File: config.mk
export PLATFORM = sky130hd
export DESIGN_NAME = text_console_cursor_engine_core
export DESIGN_NICKNAME = d
export VERILOG_FILES = /design/src/sv/tccur_pkg.sv /design/src/sv/text_console_cursor_engine_core.sv /design/src/sv/tccur_front.sv /design/src/sv/tccur_back.sv /design/src/sv/tccur_outq.sv
export SDC_FILE = /design/constraint.sdc
export NUM_CORES = 1
export LEC_CHECK = 0
export BUFFER_PORTS_ARGS = -buffer_cell sky130_fd_sc_hd__buf_2
export CAP_MARGIN = 25
export CORE_ASPECT_RATIO = 0.5
export CORE_MARGIN = 8
export CORE_UTILIZATION = 60
export CTS_BUF_LIST = sky130_fd_sc_hd__clkbuf_2 sky130_fd_sc_hd__clkbuf_4 sky130_fd_sc_hd__clkbuf_8
export DETAILED_ROUTE_END_ITERATION = 6
export GPL_ROUTABILITY_DRIVEN = 0
export PLACE_DENSITY = 0.81
export SETUP_SLACK_MARGIN = 0.1
export SYNTH_ARGS = -nofsm -noshare
export SYNTH_HDL_FRONTEND = slang
export SYNTH_HIERARCHICAL = 1
export SYNTH_SLANG_ARGS = --single-unit
export TNS_END_PERCENT = 30
File: constraint.sdc
create_clock -name clk -period 8.9 [get_ports clk]
set_clock_uncertainty 0.1 [all_clocks]
set_input_delay 1.78 -clock clk [delete_from_list [all_inputs] [get_ports clk]]
set_output_delay 1.78 -clock clk [all_outputs]
set_load 0.03 [all_outputs]
File: src/sv/tccur_pkg.sv
`default_nettype none

package tccur_pkg;

  localparam int MaxColumns = 256;
  localparam int MaxRows    = 128;
  localparam int TabWidth   = 8;

  localparam int ColW  = $clog2(MaxColumns);
  localparam int RowW  = $clog2(MaxRows);
  localparam int ColsW = ColW + 1;
  localparam int RowsW = RowW + 1;
  localparam int TabW  = $clog2(TabWidth);

  localparam logic [1:0] OP_PUT   = 2'd0;
  localparam logic [1:0] OP_SET   = 2'd1;
  localparam logic [1:0] OP_CLEAR = 2'd2;

  localparam logic [1:0] REG_COLUMNS = 2'd0;
  localparam logic [1:0] REG_ROWS    = 2'd1;
  localparam logic [1:0] REG_FG      = 2'd2;
  localparam logic [1:0] REG_BG      = 2'd3;

  localparam logic [7:0] CH_NEWLINE   = 8'h0A;
  localparam logic [7:0] CH_RETURN    = 8'h0D;
  localparam logic [7:0] CH_TAB       = 8'h09;
  localparam logic [7:0] CH_BACKSPACE = 8'h08;
  localparam logic [7:0] CH_SPACE     = 8'h20;

  localparam logic [2:0] K_CHAR      = 3'd0;
  localparam logic [2:0] K_NEWLINE   = 3'd1;
  localparam logic [2:0] K_RETURN    = 3'd2;
  localparam logic [2:0] K_TAB       = 3'd3;
  localparam logic [2:0] K_BACKSPACE = 3'd4;
  localparam logic [2:0] K_SET       = 3'd5;
  localparam logic [2:0] K_CLEAR     = 3'd6;
  localparam logic [2:0] K_NOP       = 3'd7;

  typedef logic [2:0] kind_t;

  typedef struct packed {
    logic [1:0]  op;
    logic [7:0]  char_code;
    logic [15:0] target_column;
    logic [15:0] target_row;
  } in_item_t;

  typedef struct packed {
    logic            cell_write;
    logic [ColW-1:0] cell_column;
    logic [RowW-1:0] cell_row;
    logic [7:0]      cell_char;
    logic [3:0]      cell_foreground;
    logic [3:0]      cell_background;
    logic            scroll_request;
    logic            clear_request;
    logic [ColW-1:0] cursor_column;
    logic [RowW-1:0] cursor_row;
  } out_item_t;

  typedef struct packed {
    kind_t       kind;
    logic [7:0]  char_code;
    logic [15:0] target_column;
    logic [15:0] target_row;
  } cmd_t;

  typedef struct packed {
    logic [ColsW-1:0] columns;
    logic [RowsW-1:0] rows;
    logic [3:0]       fg;
    logic [3:0]       bg;
  } cfg_t;

endpackage

`default_nettype wire

File: src/sv/text_console_cursor_engine_core.sv
// text console cursor engine
// input queue: command carries op, char_code, target_column, target_row;
//   a transfer happens on a clock edge with push high and full low
// result queue: the oldest result sits on result while empty is low;
//   a transfer happens on a clock edge with pop high and empty low
// one result per command, in command order
// a command is registered in the command queue, its result in the result queue
// throughput: one command per cycle while the receiver keeps popping; the
//   cursor update is a combinational compare and increment in the back end, fed
//   by a two-entry command queue and draining into a two-entry result queue
// config: cfg_write with cfg_index selects columns, rows, foreground, background;
//   write only while the block holds no commands or results
// reset (rst, synchronous): both queues empty, cursor at column 0 row 0,
//   80 columns, 25 rows, foreground 15, background 0
// when the receiver stalls, results pile up in the result queue, then the
//   command queue fills and full rises; nothing is dropped
`default_nettype none

module text_console_cursor_engine_core (
  input  wire logic                 clk,
  input  wire logic                 rst,
  input  wire logic                 push,
  input  wire tccur_pkg::in_item_t  command,
  output logic                      full,
  output logic                      empty,
  input  wire logic                 pop,
  output tccur_pkg::out_item_t      result,
  input  wire logic                 cfg_write,
  input  wire logic [1:0]           cfg_index,
  input  wire logic [tccur_pkg::ColsW-1:0] cfg_data
);
  import tccur_pkg::*;

  cfg_t      cfg;
  logic      cmd_valid;
  cmd_t      cmd;
  logic      cmd_take;
  logic      res_full;
  logic      res_push;
  out_item_t res;

  always_ff @(posedge clk) begin
    if (rst) begin
      cfg.columns <= ColsW'(80);
      cfg.rows    <= RowsW'(25);
      cfg.fg      <= 4'd15;
      cfg.bg      <= 4'd0;
    end else if (cfg_write) begin
      unique case (cfg_index)
        REG_COLUMNS: cfg.columns <= cfg_data;
        REG_ROWS:    cfg.rows    <= cfg_data[RowsW-1:0];
        REG_FG:      cfg.fg      <= cfg_data[3:0];
        REG_BG:      cfg.bg      <= cfg_data[3:0];
        default:     cfg         <= cfg;
      endcase
    end
  end

  tccur_front u_front (
    .clk       (clk),
    .rst       (rst),
    .push      (push),
    .command   (command),
    .full      (full),
    .cmd_valid (cmd_valid),
    .cmd       (cmd),
    .cmd_take  (cmd_take)
  );

  tccur_back u_back (
    .clk       (clk),
    .rst       (rst),
    .cfg       (cfg),
    .cmd_valid (cmd_valid),
    .cmd       (cmd),
    .cmd_take  (cmd_take),
    .res_full  (res_full),
    .res_push  (res_push),
    .res       (res)
  );

  tccur_outq u_outq (
    .clk      (clk),
    .rst      (rst),
    .res_push (res_push),
    .res      (res),
    .res_full (res_full),
    .empty    (empty),
    .pop      (pop),
    .result   (result)
  );

  a_reset_empty: assert property (@(posedge clk) rst |=> empty && !full)
    else $error("queues not empty after reset");

  a_clear_home: assert property (@(posedge clk) disable iff (rst)
    !empty && result.clear_request |->
      result.cursor_column == '0 && result.cursor_row == '0 && !result.cell_write)
    else $error("clear without cursor home");

  a_no_issue_when_full: assert property (@(posedge clk) disable iff (rst)
    res_full |-> !cmd_take)
    else $error("command issued into full result queue");

  a_scroll_put_only: assert property (@(posedge clk) disable iff (rst)
    !empty && result.scroll_request |-> !result.clear_request)
    else $error("scroll and clear together");

endmodule

`default_nettype wire

File: src/sv/tccur_front.sv
`default_nettype none

module tccur_front (
  input  wire logic                clk,
  input  wire logic                rst,
  input  wire logic                push,
  input  wire tccur_pkg::in_item_t command,
  output logic                     full,
  output logic                     cmd_valid,
  output tccur_pkg::cmd_t          cmd,
  input  wire logic                cmd_take
);
  import tccur_pkg::*;

  cmd_t       slots [2];
  logic       wr_ptr;
  logic       rd_ptr;
  logic [1:0] count;
  cmd_t       classified;
  logic       do_push;
  logic       do_pop;

  always_comb begin
    classified.char_code     = command.char_code;
    classified.target_column = command.target_column;
    classified.target_row    = command.target_row;
    unique case (command.op)
      OP_PUT: begin
        unique case (command.char_code)
          CH_NEWLINE:   classified.kind = K_NEWLINE;
          CH_RETURN:    classified.kind = K_RETURN;
          CH_TAB:       classified.kind = K_TAB;
          CH_BACKSPACE: classified.kind = K_BACKSPACE;
          default:      classified.kind = K_CHAR;
        endcase
      end
      OP_SET:   classified.kind = K_SET;
      OP_CLEAR: classified.kind = K_CLEAR;
      default:  classified.kind = K_NOP;
    endcase
  end

  assign full      = (count == 2'd2);
  assign cmd_valid = (count != 2'd0);
  assign cmd       = slots[rd_ptr];
  assign do_push   = push && !full;
  assign do_pop    = cmd_take && cmd_valid;

  always_ff @(posedge clk) begin
    if (do_push) begin
      slots[wr_ptr] <= classified;
    end
  end

  always_ff @(posedge clk) begin
    if (rst) begin
      wr_ptr <= 1'b0;
      rd_ptr <= 1'b0;
      count  <= 2'd0;
    end else begin
      if (do_push) wr_ptr <= ~wr_ptr;
      if (do_pop) rd_ptr <= ~rd_ptr;
      case ({do_push, do_pop})
        2'b10:   count <= count + 2'd1;
        2'b01:   count <= count - 2'd1;
        default: count <= count;
      endcase
    end
  end

endmodule

`default_nettype wire

File: src/sv/tccur_back.sv
`default_nettype none

module tccur_back (
  input  wire logic             clk,
  input  wire logic             rst,
  input  wire tccur_pkg::cfg_t  cfg,
  input  wire logic             cmd_valid,
  input  wire tccur_pkg::cmd_t  cmd,
  output logic                  cmd_take,
  input  wire logic             res_full,
  output logic                  res_push,
  output tccur_pkg::out_item_t  res
);
  import tccur_pkg::*;

  logic [ColW-1:0] column_position;
  logic [RowW-1:0] row_position;
  logic [ColW-1:0] column_position_next;
  logic [RowW-1:0] row_position_next;

  always_comb begin
    logic [ColsW-1:0] w;
    logic [RowsW-1:0] h;
    logic [ColW-1:0]  wm1;
    logic [RowW-1:0]  hm1;
    logic [ColW-1:0]  x;
    logic [RowW-1:0]  y;
    logic [ColsW-1:0] xn;
    logic [RowsW-1:0] yn;
    logic [ColsW-1:0] tab_base;
    logic             is_put;

    if (cfg.columns == '0) w = ColsW'(1);
    else if (cfg.columns > ColsW'(MaxColumns)) w = ColsW'(MaxColumns);
    else w = cfg.columns;
    if (cfg.rows == '0) h = RowsW'(1);
    else if (cfg.rows > RowsW'(MaxRows)) h = RowsW'(MaxRows);
    else h = cfg.rows;
    wm1 = ColW'(w - ColsW'(1));
    hm1 = RowW'(h - RowsW'(1));
    x = (column_position > wm1) ? wm1 : column_position;
    y = (row_position > hm1) ? hm1 : row_position;

    xn       = {1'b0, x};
    yn       = {1'b0, y};
    tab_base = {1'b0, x} & ~ColsW'(TabWidth - 1);
    is_put   = 1'b0;
    res = '0;
    res.cell_foreground = cfg.fg;
    res.cell_background = cfg.bg;

    unique case (cmd.kind)
      K_NEWLINE: begin
        is_put = 1'b1;
        xn = '0;
        yn = {1'b0, y} + RowsW'(1);
      end
      K_RETURN: begin
        is_put = 1'b1;
        xn = '0;
      end
      K_TAB: begin
        is_put = 1'b1;
        xn = tab_base + ColsW'(TabWidth);
      end
      K_BACKSPACE: begin
        is_put = 1'b1;
        if (x != '0) begin
          xn = {1'b0, x} - ColsW'(1);
          res.cell_write  = 1'b1;
          res.cell_column = x - ColW'(1);
          res.cell_row    = y;
          res.cell_char   = CH_SPACE;
        end
      end
      K_CHAR: begin
        is_put = 1'b1;
        xn = {1'b0, x} + ColsW'(1);
        res.cell_write  = 1'b1;
        res.cell_column = x;
        res.cell_row    = y;
        res.cell_char   = cmd.char_code;
      end
      K_SET: begin
        xn = (cmd.target_column < 16'(w)) ? ColsW'(cmd.target_column) : {1'b0, wm1};
        yn = (cmd.target_row < 16'(h)) ? RowsW'(cmd.target_row) : {1'b0, hm1};
      end
      K_CLEAR: begin
        res.clear_request = 1'b1;
        xn = '0;
        yn = '0;
      end
      default: begin
      end
    endcase

    if (is_put) begin
      if (xn >= w) begin
        xn = '0;
        yn = yn + RowsW'(1);
      end
      if (yn >= h) begin
        res.scroll_request = 1'b1;
        yn = {1'b0, hm1};
      end
    end

    column_position_next = xn[ColW-1:0];
    row_position_next    = yn[RowW-1:0];
    res.cursor_column    = column_position_next;
    res.cursor_row       = row_position_next;
  end

  assign cmd_take = cmd_valid && !res_full;
  assign res_push = cmd_take;

  always_ff @(posedge clk) begin
    if (rst) begin
      column_position <= '0;
      row_position    <= '0;
    end else if (cmd_take) begin
      column_position <= column_position_next;
      row_position    <= row_position_next;
    end
  end

endmodule

`default_nettype wire

File: src/sv/tccur_outq.sv
`default_nettype none

module tccur_outq (
  input  wire logic                 clk,
  input  wire logic                 rst,
  input  wire logic                 res_push,
  input  wire tccur_pkg::out_item_t res,
  output logic                      res_full,
  output logic                      empty,
  input  wire logic                 pop,
  output tccur_pkg::out_item_t      result
);
  import tccur_pkg::*;

  out_item_t  slots [2];
  logic       wr_ptr;
  logic       rd_ptr;
  logic [1:0] count;
  logic       do_push;
  logic       do_pop;

  assign res_full = (count == 2'd2);
  assign empty    = (count == 2'd0);
  assign result   = slots[rd_ptr];
  assign do_push  = res_push && !res_full;
  assign do_pop   = pop && !empty;

  always_ff @(posedge clk) begin
    if (do_push) begin
      slots[wr_ptr] <= res;
    end
  end

  always_ff @(posedge clk) begin
    if (rst) begin
      wr_ptr <= 1'b0;
      rd_ptr <= 1'b0;
      count  <= 2'd0;
    end else begin
      if (do_push) wr_ptr <= ~wr_ptr;
      if (do_pop) rd_ptr <= ~rd_ptr;
      case ({do_push, do_pop})
        2'b10:   count <= count + 2'd1;
        2'b01:   count <= count - 2'd1;
        default: count <= count;
      endcase
    end
  end

endmodule

`default_nettype wire

==> flow_summary.rst <==
.. list-table::
   :header-rows: 1

   * - Metric
     - Value
   * - Total Die Area
     - 26000 µm²
   * - Largest cells by area after synthesis
     - sky130_fd_sc_hd__edfxtp_1 (44%), sky130_fd_sc_hd__dfxtp_1 (8.0%), sky130_fd_sc_hd__mux2_2 (7.9%)
   * - Clock Sink Count
     - 234
   * - GRT Overall Usage
     - 23.4%
   * - Clock latency of the later-clocked register in the worst-skew pair
     - 0.60 ns
   * - Share of final-layout standard cells stronger than drive strength 1
     - 26.0%
   * - Post-layout nets
     - 1320
   * - Warnings from Yosys
     - 6
   * - Number of H-tree levels
     - 1
   * - Io pins
     - 109
   * - DRC viols
     - 13
   * - Wire length per cell after detailed routing
     - 20.9 µm
   * - Die Span Y
     - 118 µm
   * - Antenna violations before repair
     - 2
   * - Count of fill cells added during filler insertion
     - 1512
   * - Clock power frac
     - 17.7%
   * - Number of synthesized flops with an enable pin
     - 184
   * - Total via count after detailed routing
     - 9376
   * - Total standard cell area after synthesis
     - 12500 µm²
   * - Sequential power share
     - 34.8%
   * - Worst reg2reg startpoint
     - cfg[21]
   * - Critical path data arrival time
     - 8.64 ns
   * - Startpoint-to-endpoint class of the critical path
     - reg2reg
   * - Starting utilization of the core area
     - 61.1%
   * - Switching Power
     - 1.97 mW
   * - Failing checks
     - DRC
   * - Yosys top cell by area
     - sky130_fd_sc_hd__edfxtp_1
   * - Crit-path slowest cell
     - sky130_fd_sc_hd__or4_1
   * - Clock tree from TritonCTS
     - done
   * - Number of buffer and inverter instances along the worst setup path
     - 2
   * - Root buffer cell
     - sky130_fd_sc_hd__clkbuf_8
   * - Startpoint type of the worst setup path
     - flip-flop
   * - RSZ-0062 raised after global routing
     - no
   * - Predominant post-synthesis flop cell
     - sky130_fd_sc_hd__edfxtp_1
   * - Worst rel slew slack
     - 32.7%
   * - Ys async rst share
     - 0%
   * - Critical path peak fanout
     - 7
   * - Post-route clock period utilization
     - 94.5%
   * - Core Area
     - 20500 µm²
   * - Final max-slew violation count
     - 0
   * - Critical path required time
     - 9.13 ns
   * - TritonCTS buffer count
     - 30
   * - Worst setup path startpoint
     - cfg[21]
   * - Switching Share
     - 41.3%
   * - Worst hold path class
     - reg2reg
   * - Floorplan row count
     - 37
   * - Hold Violations, Final
     - 0
   * - Max incr delay on CP
     - 0.51 ns
   * - Hold Path Origin
     - cfg[2]
   * - Post-Place Worst Slack
     - -0.0623 ns
   * - Placed inst area
     - 13300 µm²
   * - Area fraction of the dominant cell type after synthesis
     - 44.1%
   * - DRT antenna net count
     - 0
   * - Worst VDD drop
     - 0.000176 V
   * - F_max
     - 0.119 GHz
   * - Post-DP HPWL
     - 22700 µm
   * - Average instance area after synthesis
     - 11.5 µm²
   * - Floorplan die width
     - 220 µm
   * - Flop and latch count out of synthesis
     - 234
   * - Setup TNS after final layout
     - 0 ns
   * - Register clock-pin slew on the reported worst setup and hold paths
     - 0.07 ns
   * - Worst-case clock buffer depth
     - 3
   * - Leakage component of the power
     - 5.48 nW
   * - Total congestion overflow after global routing
     - 0
   * - Number of buffers added to fix hold violations after cts
     - 0
   * - Min cycle time layout
     - 8.41 ns
   * - 1st-pass router iterations
     - 7
   * - Overall power after layout
     - 4.78 mW
   * - Cell variety after synth
     - 81
   * - Post-detailed-routing wire length
     - 31500 µm
   * - Worst-case setup margin in the final layout
     - 0.486 ns
   * - P&R area growth vs syn
     - 12.7%
   * - Number of global-route vias before repair
     - 9211
   * - Vias per Instance
     - 6.23
   * - Most used cell, CP
     - sky130_fd_sc_hd__ha_1
   * - Combinational cell fraction of total power
     - 47.6%
   * - Count of final setup violators
     - 0
   * - Buffers added on ports
     - 108
   * - Total non-filler cell area in the finished layout
     - 14100 µm²
   * - Maximum capacitance violations
     - 0
   * - Sequential-to-total area share from yosys stat
     - 52.1%
   * - Synthesized netlist cell count
     - 1092
   * - Cell Pwr Density
     - 339 nW/µm²
   * - First-pass GRT wire length
     - 49000 µm
   * - Initial DRC Count
     - 1073
   * - Post-synthesis net count
     - 1204
   * - Result of the run
     - finished, violations left
   * - Maximum number of pins on one net before global-route repair
     - 61
   * - Transition time at the pin with the least slew margin
     - 1.01 ns
   * - Kind of cell adding the most delay to the critical path
     - compound AO/OA/AOI/OAI gates
   * - Category of the worst setup path capture point
     - flip-flop
   * - Internal Power
     - 2.81 mW
[Yosys cell counts (6+ instances only)]
cell                       count
sky130_fd_sc_hd__clkbuf_1     23
sky130_fd_sc_hd__a21oi_1      42
sky130_fd_sc_hd__xor2_1        7
sky130_fd_sc_hd__o21ai_1       9
sky130_fd_sc_hd__nor3_1       27
sky130_fd_sc_hd__inv_1        38
sky130_fd_sc_hd__dfxtp_1      50
sky130_fd_sc_hd__o211ai_1      8
sky130_fd_sc_hd__nand2b_1     37
sky130_fd_sc_hd__ha_1         54
sky130_fd_sc_hd__o21ai_0      45
sky130_fd_sc_hd__buf_4        10
sky130_fd_sc_hd__a21o_1        9
sky130_fd_sc_hd__mux2i_1      53
sky130_fd_sc_hd__nand3b_1      6
sky130_fd_sc_hd__mux2_2       88
sky130_fd_sc_hd__or3_1         8
sky130_fd_sc_hd__and2_1       18
sky130_fd_sc_hd__xnor2_1      22
sky130_fd_sc_hd__a31oi_1      10
sky130_fd_sc_hd__nor2b_1       6
sky130_fd_sc_hd__edfxtp_1    184
sky130_fd_sc_hd__nor4_1       15
sky130_fd_sc_hd__buf_2        12
sky130_fd_sc_hd__nand4_1       9
sky130_fd_sc_hd__o21a_1       14
sky130_fd_sc_hd__nand3_1      20
sky130_fd_sc_hd__nor2_1       83
sky130_fd_sc_hd__nand2_1      69
sky130_fd_sc_hd__a211oi_1     10
[logic make-up (layout without fill, tap and decap cells)]
logic type                 after synthesis  after routing  share of synthesized area, %
AOI/OAI and AO/OA                      202            202                          10.6
xor gates and xnor gates                29             29                          2.03
adders and majority gates               57             57                          5.64
buffers and inverters                   91            231                          3.28
DFF                                    234            234                          52.1
muxes                                  147            147                          12.7
other                                    0              1                             0
and+or+nand+nor                        332            332                          13.6
[power by group through the flow]
stage | combinational [mW] | clock (mW) | sequential, mW
after global routing | 2.44 | 0.907 | 1.69
after global placement | 2.12 | 0 | 1.67
after detailed placement | 2.18 | 0 | 1.68
after floorplan | 1.61 | 0 | 1.62
final | 2.27 | 0.845 | 1.66
after CTS | 2.19 | 0.857 | 1.66
[cells in the final DEF (no fill, tap or decap), types with 10 or more instances in the layout]
| master | instances |
|---|---|
| sky130_fd_sc_hd__clkbuf_4 | 10 |
| sky130_fd_sc_hd__nand2b_1 | 37 |
| sky130_fd_sc_hd__a21oi_1 | 40 |
| sky130_fd_sc_hd__and2_1 | 18 |
| sky130_fd_sc_hd__nand2_1 | 69 |
| sky130_fd_sc_hd__mux2_2 | 88 |
| sky130_fd_sc_hd__nand3_1 | 20 |
| sky130_fd_sc_hd__nor3_1 | 25 |
| sky130_fd_sc_hd__dfxtp_1 | 48 |
| sky130_fd_sc_hd__o21a_1 | 13 |
| sky130_fd_sc_hd__buf_2 | 108 |
| sky130_fd_sc_hd__inv_1 | 36 |
| sky130_fd_sc_hd__edfxtp_1 | 184 |
| sky130_fd_sc_hd__nor4_1 | 14 |
| sky130_fd_sc_hd__clkbuf_8 | 36 |
| sky130_fd_sc_hd__nor2_1 | 83 |
| sky130_fd_sc_hd__ha_1 | 53 |
| sky130_fd_sc_hd__a31oi_1 | 10 |
| sky130_fd_sc_hd__xnor2_1 | 21 |
| sky130_fd_sc_hd__mux2i_1 | 51 |
| sky130_fd_sc_hd__buf_4 | 21 |
| sky130_fd_sc_hd__o21ai_0 | 43 |
[layer usage]
| metal | up-vias | track usage (%) | part of all wire [%] |
|---|---|---|---|
| li1 | 4335 | - | - |
| met2 | 494 | 35.7 | 44 |
| met1 | 4464 | 32.6 | 44 |
| met4 | 2 | 7.10 | 2.4 |
| met5 | - | 0 | 0.041 |
| met3 | 81 | 5.86 | 9.7 |
[path summary, 6_finish.rpt]
check / endpoint / slack [ns] / cells after the start
max: u_outq/slots[1][6] / 0.49 / 35
min: u_outq/slots[1][19] / 0.36 / 0
max reg2reg: u_outq/slots[1][6] / 0.49 / 35
min reg2reg: u_outq/slots[1][19] / 0.36 / 0
[state kept, by name, summed over array words and instances (netlist names), named ones only]
signal and count:
u_front/count 2, u_front/wr_ptr 1, u_outq/slots 98, cfg 25, u_front/slots 86, u_outq/wr_ptr 1, u_front/rd_ptr 1, u_back/row_position 7
u_back/column_position 8, u_outq/count 2, u_outq/rd_ptr 1
[worst register-to-register path, delay by kind of cell, from the launching register on]
kind | cells | cell delay, ns
AND/OR/NAND/NOR | 6 | 1.53
AO/OA/AOI/OAI | 18 | 3.52
flip-flops | 1 | 0.38
adder cells (fa/ha/maj) | 6 | 1.72
buffers and inverters | 2 | 0.22
multiplexers | 1 | 0.32
XOR/XNOR | 2 | 0.36
[per-stage QoR]
step	std cells	hold WS, ns	util, %
detailed placement	1443	0.345	64.9
global route	1506	0.386	68.8
floorplan	1092	0.347	-
global placement	1443	0.332	64.9
finish	1506	0.361	68.8
CTS	1499	0.362	68.1
[what timing repair did]
action / 4_1_cts / 5_1_grt
pin swaps: 0 / 4
endpoints found under the setup margin: 14 / 23
buffers inserted: 0 / 3
gates resized for setup: 2 / 20
[layout make-up]
cell class                 count  area (µm²)  share of cell area [%]
antenna                        1        2.50                  0.0177
clock buffer                  45         563                    3.99
clock inverter                11        97.6                   0.692
inverter                      42         158                    1.12
timing repair buffer         133         742                    5.26
sequential                   234        6530                    46.3
tap                          273         342                    2.42
multi-input combinational    767        5680                    40.2
Power figures use the tool's default switching activity.
